===== config.mk =====
export PLATFORM = sky130hd
export DESIGN_NAME = held_note_recency_stack_unit
export DESIGN_NICKNAME = d
export VERILOG_FILES = /design/src/sv/hnrs_pkg.sv /design/src/sv/held_note_recency_stack_unit.sv /design/src/sv/hnrs_cell.sv
export SDC_FILE = /design/constraint.sdc
export NUM_CORES = 1
export LEC_CHECK = 0
export ABC_AREA = 1
export CORE_MARGIN = 2
export CORE_UTILIZATION = 60
export CTS_CLUSTER_DIAMETER = 120
export DETAILED_ROUTE_END_ITERATION = 10
export DONT_BUFFER_PORTS = 1
export PLACE_DENSITY = 0.85
export SYNTH_ARGS = -nofsm -noshare
export SYNTH_HDL_FRONTEND = slang
export SYNTH_HIERARCHICAL = 1
export SYNTH_SLANG_ARGS = --single-unit

===== constraint.sdc =====
create_clock -name clock -period 2.3 [get_ports clock]
set_input_delay 0.23 -clock clock [delete_from_list [all_inputs] [get_ports clock]]
set_output_delay 0.23 -clock clock [all_outputs]
set_load 0.01 [all_outputs]

===== src/sv/hnrs_pkg.sv =====
`timescale 1ns / 1ps
`default_nettype none

package hnrs_pkg;

   localparam int STACK_DEPTH = 8;
   localparam int CNT_W       = $clog2(STACK_DEPTH + 1);
   localparam int NOTE_W      = 7;
   localparam int COUNT_OUT_W = 4;

   localparam logic ACT_HOLD    = 1'b0;
   localparam logic ACT_RELEASE = 1'b1;

   typedef struct packed {
      logic              valid;
      logic [NOTE_W-1:0] num;
      logic [NOTE_W-1:0] vel;
   } entry_type;

   // Sequencer controls broadcast to every cell.
   typedef struct packed {
      logic              compare;
      logic              shift;
      logic              rel_op;
      logic [NOTE_W-1:0] num;
   } ctl_type;

   typedef enum logic [1:0] {
      ST_IDLE,
      ST_CMP,
      ST_SHIFT,
      ST_RESP
   } state_type;

endpackage

`default_nettype wire


===== src/sv/held_note_recency_stack_unit.sv =====
`timescale 1ns / 1ps
`default_nettype none

// Last-note-priority stack of held notes. Pulse start with a beat (req_action
// hold or release, req_note_num, req_note_vel) while busy is low; the beat is
// taken at that edge and busy rises. Exactly one result beat follows: rsp_strobe
// is high for a single cycle, in the result step that follows the compare and
// shift steps, with the number of notes held and the most recent note (zeros
// when rsp_top_valid is low). The receiver cannot stall, so capture the result
// in that strobe cycle. Each event passes through accept, compare, shift and
// result no matter how deep the stack is; the sequencer runs one broadcast
// compare step and one neighbor shift step over the cell row, and the block
// takes no new beat until the result step is over.
// A hold of a note already held moves it to the top with the new
// velocity; a hold on a full stack drops the oldest note; a release of a note
// not held leaves the stack unchanged. No clearing pass is needed after reset.
module held_note_recency_stack_unit (
   input  wire                           clock,
   input  wire                           reset,
   input  wire                           start,
   output logic                          busy,
   input  wire                           req_action,
   input  wire  [hnrs_pkg::NOTE_W-1:0]   req_note_num,
   input  wire  [hnrs_pkg::NOTE_W-1:0]   req_note_vel,
   output logic                          rsp_strobe,
   output logic [hnrs_pkg::COUNT_OUT_W-1:0] rsp_held_count,
   output logic                          rsp_top_valid,
   output logic [hnrs_pkg::NOTE_W-1:0]   rsp_top_num,
   output logic [hnrs_pkg::NOTE_W-1:0]   rsp_top_vel
);
   import hnrs_pkg::*;

   // Sequencer and captured request beat.
   state_type         state_ff;
   state_type         state_in;
   logic              act_ff;
   logic [NOTE_W-1:0] num_ff;
   logic [NOTE_W-1:0] vel_ff;
   logic [CNT_W-1:0]  cnt_ff;
   logic [CNT_W-1:0]  cnt_in;
   logic              accept;

   // Cell row: cell 0 holds the most recent note, the last cell the oldest.
   ctl_type                ctl;
   entry_type              new_ent;
   entry_type              cell_ent [STACK_DEPTH];
   logic [STACK_DEPTH:0]   seen;
   logic [STACK_DEPTH-1:0] hit_vec;
   logic [STACK_DEPTH-1:0] valid_vec;

   assign accept = start && !busy;

   // Next state: one pass through compare, shift and result per beat.
   always_comb begin
      state_in = state_ff;
      unique case (state_ff)
         ST_IDLE:  if (start) state_in = ST_CMP;
         ST_CMP:   state_in = ST_SHIFT;
         ST_SHIFT: state_in = ST_RESP;
         ST_RESP:  state_in = ST_IDLE;
         default:  state_in = ST_IDLE;
      endcase
   end

   // Outputs and cell controls decoded from the state.
   always_comb begin
      busy       = 1'b1;
      rsp_strobe = 1'b0;
      ctl        = '0;
      ctl.rel_op = (act_ff == ACT_RELEASE);
      ctl.num    = num_ff;
      unique case (state_ff)
         ST_IDLE:  busy = 1'b0;
         ST_CMP:   ctl.compare = 1'b1;
         ST_SHIFT: ctl.shift = 1'b1;
         ST_RESP:  rsp_strobe = 1'b1;
         default:  busy = 1'b1;
      endcase
   end

   // Count follows the shift: a release of a held note drops one, a hold of a
   // new note adds one until the stack is full.
   always_comb begin
      cnt_in = cnt_ff;
      if (state_ff == ST_SHIFT) begin
         if (act_ff == ACT_RELEASE) begin
            if (seen[STACK_DEPTH]) begin
               cnt_in = cnt_ff - CNT_W'(1);
            end
         end else begin
            if (!seen[STACK_DEPTH] && (cnt_ff != CNT_W'(STACK_DEPTH))) begin
               cnt_in = cnt_ff + CNT_W'(1);
            end
         end
      end
   end

   always_ff @(posedge clock) begin
      if (reset) begin
         state_ff <= ST_IDLE;
         cnt_ff   <= '0;
      end else begin
         state_ff <= state_in;
         cnt_ff   <= cnt_in;
      end
   end

   // Capture the request beat; payload needs no reset.
   always_ff @(posedge clock) begin
      if (accept) begin
         act_ff <= req_action;
         num_ff <= req_note_num;
         vel_ff <= req_note_vel;
      end
   end

   assign new_ent = '{valid: 1'b1, num: num_ff, vel: vel_ff};
   assign seen[0] = 1'b0;

   genvar gi;
   for (gi = 0; gi < STACK_DEPTH; gi++) begin : g_cell
      entry_type prev_ent;
      entry_type next_ent;

      if (gi == 0) begin : g_top
         assign prev_ent = new_ent;
      end else begin : g_mid
         assign prev_ent = cell_ent[gi-1];
      end

      if (gi == STACK_DEPTH - 1) begin : g_tail
         assign next_ent = '0;
      end else begin : g_body
         assign next_ent = cell_ent[gi+1];
      end

      hnrs_cell u_cell (
         .clock    (clock),
         .reset    (reset),
         .ctl      (ctl),
         .prev_ent (prev_ent),
         .next_ent (next_ent),
         .seen_in  (seen[gi]),
         .seen_out (seen[gi+1]),
         .hit      (hit_vec[gi]),
         .ent      (cell_ent[gi])
      );

      assign valid_vec[gi] = cell_ent[gi].valid;
   end

   // Result fields come straight from the top cell and the count register,
   // both stable through the result cycle.
   assign rsp_held_count = COUNT_OUT_W'(cnt_ff);
   assign rsp_top_valid  = cell_ent[0].valid;
   assign rsp_top_num    = cell_ent[0].valid ? cell_ent[0].num : '0;
   assign rsp_top_vel    = cell_ent[0].valid ? cell_ent[0].vel : '0;

   // Live entries stay packed against the top and match the count.
   a_count_matches_valid: assert property (@(posedge clock) disable iff (reset)
      $countones(valid_vec) == int'(cnt_ff))
      else $error("cell valid bits disagree with count");

   // Notes are unique, so at most one cell flags a match.
   a_single_hit: assert property (@(posedge clock) disable iff (reset)
      (state_ff == ST_SHIFT) |-> $onehot0(hit_vec))
      else $error("more than one cell matched the note");

   // A result beat comes only right after the shift step.
   a_strobe_after_shift: assert property (@(posedge clock) disable iff (reset)
      rsp_strobe |-> ($past(state_ff) == ST_SHIFT))
      else $error("result strobe without a shift step");

   // An accepted beat always yields a result beat, after the compare and shift steps.
   a_accept_to_strobe: assert property (@(posedge clock) disable iff (reset)
      accept |=> ##2 rsp_strobe)
      else $error("accepted beat produced no result");

   // After a hold the new note sits on top.
   a_hold_on_top: assert property (@(posedge clock) disable iff (reset)
      (rsp_strobe && (act_ff == ACT_HOLD)) |->
         (rsp_top_valid && (rsp_top_num == num_ff) && (rsp_top_vel == vel_ff)))
      else $error("held note not on top");

endmodule

`default_nettype wire


===== src/sv/hnrs_cell.sv =====
`timescale 1ns / 1ps
`default_nettype none

module hnrs_cell (
   input  wire                      clock,
   input  wire                      reset,
   input  wire hnrs_pkg::ctl_type   ctl,
   input  wire hnrs_pkg::entry_type prev_ent,
   input  wire hnrs_pkg::entry_type next_ent,
   input  wire                      seen_in,
   output logic                     seen_out,
   output logic                     hit,
   output hnrs_pkg::entry_type      ent
);
   import hnrs_pkg::*;

   entry_type ent_ff;
   entry_type ent_in;
   logic      hit_ff;
   logic      hit_in;

   // Flag a match on a live entry during the compare step, hold it otherwise.
   always_comb begin
      hit_in = hit_ff;
      if (ctl.compare) begin
         hit_in = ent_ff.valid && (ent_ff.num == ctl.num);
      end
   end

   // Hold: take the newer neighbor's entry unless the match lies closer to the top.
   // Release: take the older neighbor's entry from the match downward.
   always_comb begin
      ent_in = ent_ff;
      if (ctl.shift) begin
         if (ctl.rel_op) begin
            if (seen_out) begin
               ent_in = next_ent;
            end
         end else begin
            if (!seen_in) begin
               ent_in = prev_ent;
            end
         end
      end
   end

   always_ff @(posedge clock) begin
      if (reset) begin
         ent_ff <= '0;
         hit_ff <= 1'b0;
      end else begin
         ent_ff <= ent_in;
         hit_ff <= hit_in;
      end
   end

   assign seen_out = seen_in | hit_ff;
   assign hit      = hit_ff;
   assign ent      = ent_ff;

endmodule

`default_nettype wire

==> qor_table.md <==
| Parameter | This run |
| --- | --- |
| Syn-to-layout area delta | 10.34% |
| Slew of the pin with the lowest slew margin | 0.8420 ns |
| Final net count | 1233 |
| Top achievable clock speed | 459.3 MHz |
| Initial core utilization | 0.6160 |
| Input/output buffers | 0 |
| Clock insertion delay at the later pin of the skew report | 0.43 ns |
| CTS buffer count | 17 |
| Final setup TNS | 0 ns |
| Static Leakage | 0.004126 uW |
| Summed instance area of the synthesized netlist | 8952 um2 |
| Maximum Capacitance Violations | 0 |
| Fraction of the yosys area taken by sequential cells | 0.3500 |
| Sinks on Clock Net | 149 |
| Sum of routed wire length over all layers | 21010 um |
| WHS | -0.1368 ns |
| Bufs on Longest Clock Path | 2 |
| Setup crit end kind | register |
| Ratio of final minimum period to clock period | 0.9465 |
| CP max FO | 10 |
| Maximum number of pins on one net before global-route repair | 131 |
| Number of failing setup endpoints in the final timing report | 0 |
| Syn Inst Count | 1181 |
| Chip Width | 126.2 um |
| Standard cell core area | 14530 um2 |
| Headroom to the max-slew limit | 0.4381 |
| Die extent in y | 126.2 um |
| Hold Startpoint | reset |
| Number of design rule violations left after detail routing | 0 |
| Total power divided by cell area | 797.2 nW/um2 |
| Global-route wire length before repair | 34810 um |
| Remaining antenna violation count after routing | 0 |
| Number of diodes | 0 |
| Site row count | 44 |
| Post-synthesis sequential element count | 149 |
| Final setup skew | 0.006727 ns |
| Detailed-route vias per instance | 5.311 |
| Clock slew at reported path FFs | 0.06 ns |
| Violations in the final reports | negative hold slack |
| DIE AREA | 15910 um2 |
| Classification of the worst-slack hold path | in -> reg |
| Number of hold-repair buffers added at the cts stage | 24 |
| Initial DRC count | 723 |
| Iteration count of the initial detailed-routing pass | 5 |
| Hold Vio Cnt, Final | 112 |
| Antenna violations before repair | 0 |
| Synth warnings | 6 |
| Required time at the endpoint of the critical path | 2.67 ns |
| Worst Path Class, Setup | reg -> reg |
| Number of global-route vias before repair | 7226 |
| Crit path launch | state_ff[0] |
| Count of H-tree levels built during CTS | 4 |
| CTS tree | yes |
| Average detailed-routed wire length per instance | 14.96 um |
| Time the final worst path needs with I/O delays and setup | 2.177 ns |
| Worst IR Drop VDD | 870.7 uV |
| Average cell area after synthesis | 7.580 um2 |
| Placer congestion estimate | 0.8026 |
| Fraction of final layout cells sized beyond drive strength 1 | 0.2369 |
| Result of the run | complete, but fails checks |
| Unrepaired setup endpoints after global routing | false |
| HPWL after detailed placement | 13380 um |
| Pins Over Slew Limit | 0 |
| Clock Root Buffer | sky130_fd_sc_hd__clkbuf_16 |
| Arrival time at the worst endpoint | 2.55 ns |
| Number of primary I/O pins | 39 |
| Critical path launch point type | register |
| Residual overflow from global routing | 0 |
| Post-layout power | 7875 uW |
| Critical register-to-register path startpoint | state_ff[0] |
| Vias after detailed routing | 7456 |
| Count of different cell masters after synthesis | 26 |
| Total track usage | 0.2661 |
| Number of fillers in the final layout | 1036 |
==> state kept, by name, indices dropped and copies added, names as in the netlist <==
register,count
act_ff,1
g_cell.u_cell/ent,120
g_cell.u_cell/hit,8
num_ff,7
rsp_held_count,4
state_ff,2
vel_ff,7
==> per-layer routing <==
| layer | global-route usage | share of wire | up-vias |
|---|---|---|---|
| met5 | 0 | 0 | - |
| met4 | 0.09308 | 0.019 | 0 |
| met3 | 0.05353 | 0.054 | 42 |
| met2 | 0.4564 | 0.50 | 242 |
| met1 | 0.3340 | 0.43 | 3460 |
| li1 | - | - | 3712 |
==> final timing paths <==
path                                                end  slack [ns]  depth (start not counted)
worst min register to register  g_cell[7].u_cell/ent[5]        0.47                          2
worst max-delay path                        state_ff[0]        0.12                          6
worst max register to register              state_ff[0]        0.12                          6
worst min-delay path            g_cell[2].u_cell/ent[0]       -0.14                          1
==> through the flow <==
step	hold slack [ns]	instances	utilization	setup WS [ns]	instance area, um2
after CTS	-0.1454	1400	0.6766	0.02270	9833
after floorplan	0.3085	1196	-	0.3469	9009
after global placement	0.3074	1344	0.6176	0.2087	8976
after global routing	-0.1543	1404	0.6797	0.01594	9878
final	-0.1368	1404	0.6797	0.1230	9878
after detailed placement	0.3032	1344	0.6176	0.1075	8976
==> area by class of cell <==
class / instances / area [um2] / share of cell area
clock buffer: 19 / 432.9 / 0.04383
inverter: 168 / 650.6 / 0.06586
sequential: 149 / 3133 / 0.3172
multi-input combinational: 829 / 4785 / 0.4844
tap: 184 / 230.2 / 0.02331
timing repair buffer: 42 / 462.9 / 0.04687
clock inverter: 13 / 183.9 / 0.01862
==> worst max-delay path, cell delays in order, from the launching register on <==
cell,delay [ns]
sky130_fd_sc_hd__dfxtp_1,0.33
sky130_fd_sc_hd__inv_1,0.13
sky130_fd_sc_hd__ha_1,0.61
sky130_fd_sc_hd__buf_4,0.22
sky130_fd_sc_hd__nor3_1,0.06
sky130_fd_sc_hd__a211oi_1,0.19
sky130_fd_sc_hd__dlygate4sd3_1,0.58
==> logic make-up after synthesis <==
group | after synthesis | synth area share
multiplexers | 120 | 0.1509
XOR/XNOR | 2 | 0.001957
flip-flops | 149 | 0.3500
other | 2 | 0.0008389
AND/OR/NAND/NOR | 539 | 0.2394
adder cells (fa/ha/maj) | 8 | 0.01202
buffers and inverters | 218 | 0.1222
AO/OA/AOI/OAI | 143 | 0.1227
==> Yosys cell counts <==
master | number | area (um2)
sky130_fd_sc_hd__buf_2 | 9 | 45.04
sky130_fd_sc_hd__a21oi_1 | 53 | 265.3
sky130_fd_sc_hd__conb_1 | 2 | 7.510
sky130_fd_sc_hd__nand2_4 | 9 | 101.4
sky130_fd_sc_hd__inv_4 | 8 | 50.05
sky130_fd_sc_hd__a211oi_1 | 1 | 7.510
sky130_fd_sc_hd__ha_1 | 7 | 87.58
sky130_fd_sc_hd__nand2_1 | 457 | 1715
sky130_fd_sc_hd__xor2_1 | 2 | 17.52
sky130_fd_sc_hd__fa_1 | 1 | 20.02
sky130_fd_sc_hd__buf_6 | 16 | 180.2
sky130_fd_sc_hd__inv_1 | 160 | 600.6
sky130_fd_sc_hd__nor3_1 | 1 | 5.000
sky130_fd_sc_hd__dfxtp_1 | 134 | 2683
sky130_fd_sc_hd__edfxtp_1 | 15 | 450.4
sky130_fd_sc_hd__buf_8 | 8 | 120.1
sky130_fd_sc_hd__mux2_2 | 120 | 1351
sky130_fd_sc_hd__clkbuf_1 | 8 | 30.03
sky130_fd_sc_hd__o21ai_0 | 1 | 5.000
sky130_fd_sc_hd__buf_4 | 9 | 67.56
sky130_fd_sc_hd__or2_2 | 8 | 50.05
sky130_fd_sc_hd__nor2_1 | 41 | 153.9
sky130_fd_sc_hd__nand3_1 | 21 | 105.1
sky130_fd_sc_hd__a21oi_2 | 80 | 700.7
sky130_fd_sc_hd__o21a_4 | 8 | 120.1
sky130_fd_sc_hd__nand2_2 | 2 | 12.51
==> power breakdown <==
group / internal, uW / switching (uW) / leakage, uW / total, uW
Sequential: 2780 / 233 / 0.00122 / 3010
Clock: 1810 / 1110 / 0.000293 / 2920
Combinational: 748 / 1200 / 0.00261 / 1940
Total: 5340 / 2540 / 0.00413 / 7870
==> cells in the final DEF, fill, tap and decap left out <==
| cell type | n |
|---|---|
| sky130_fd_sc_hd__nand2_4 | 9 |
| sky130_fd_sc_hd__o21ai_0 | 1 |
| sky130_fd_sc_hd__clkbuf_16 | 17 |
| sky130_fd_sc_hd__dfxtp_1 | 134 |
| sky130_fd_sc_hd__inv_6 | 1 |
| sky130_fd_sc_hd__nor3_1 | 1 |
| sky130_fd_sc_hd__a21oi_2 | 80 |
| sky130_fd_sc_hd__a21oi_1 | 53 |
| sky130_fd_sc_hd__a211oi_1 | 1 |
| sky130_fd_sc_hd__or2_2 | 8 |
| sky130_fd_sc_hd__clkinv_2 | 3 |
| sky130_fd_sc_hd__nand2_2 | 2 |
| sky130_fd_sc_hd__fa_1 | 1 |
| sky130_fd_sc_hd__nand3_1 | 21 |
| sky130_fd_sc_hd__conb_1 | 17 |
| sky130_fd_sc_hd__edfxtp_1 | 15 |
| sky130_fd_sc_hd__bufinv_16 | 4 |
| sky130_fd_sc_hd__o21a_4 | 8 |
| sky130_fd_sc_hd__clkbuf_1 | 2 |
| sky130_fd_sc_hd__mux2_2 | 120 |
| sky130_fd_sc_hd__buf_4 | 11 |
| sky130_fd_sc_hd__dlygate4sd3_1 | 24 |
| sky130_fd_sc_hd__clkinvlp_4 | 3 |
| sky130_fd_sc_hd__inv_2 | 5 |
| sky130_fd_sc_hd__nor2_1 | 41 |
| sky130_fd_sc_hd__nand2_1 | 457 |
| sky130_fd_sc_hd__inv_1 | 155 |
| sky130_fd_sc_hd__ha_1 | 6 |
| sky130_fd_sc_hd__inv_4 | 8 |
| sky130_fd_sc_hd__buf_12 | 7 |
| sky130_fd_sc_hd__clkinv_4 | 2 |
| sky130_fd_sc_hd__xor2_1 | 2 |
| sky130_fd_sc_hd__ha_2 | 1 |
==> repair_timing <==
| item | CTS | global route |
|---|---|---|
| setup endpoints to repair | 0 | 39 |
| endpoints found under the hold margin | 144 | 120 |
| setup buffers | 0 | 4 |
| gates resized for setup | 0 | 6 |
Note: power is estimated with default switching activity, not from simulation.
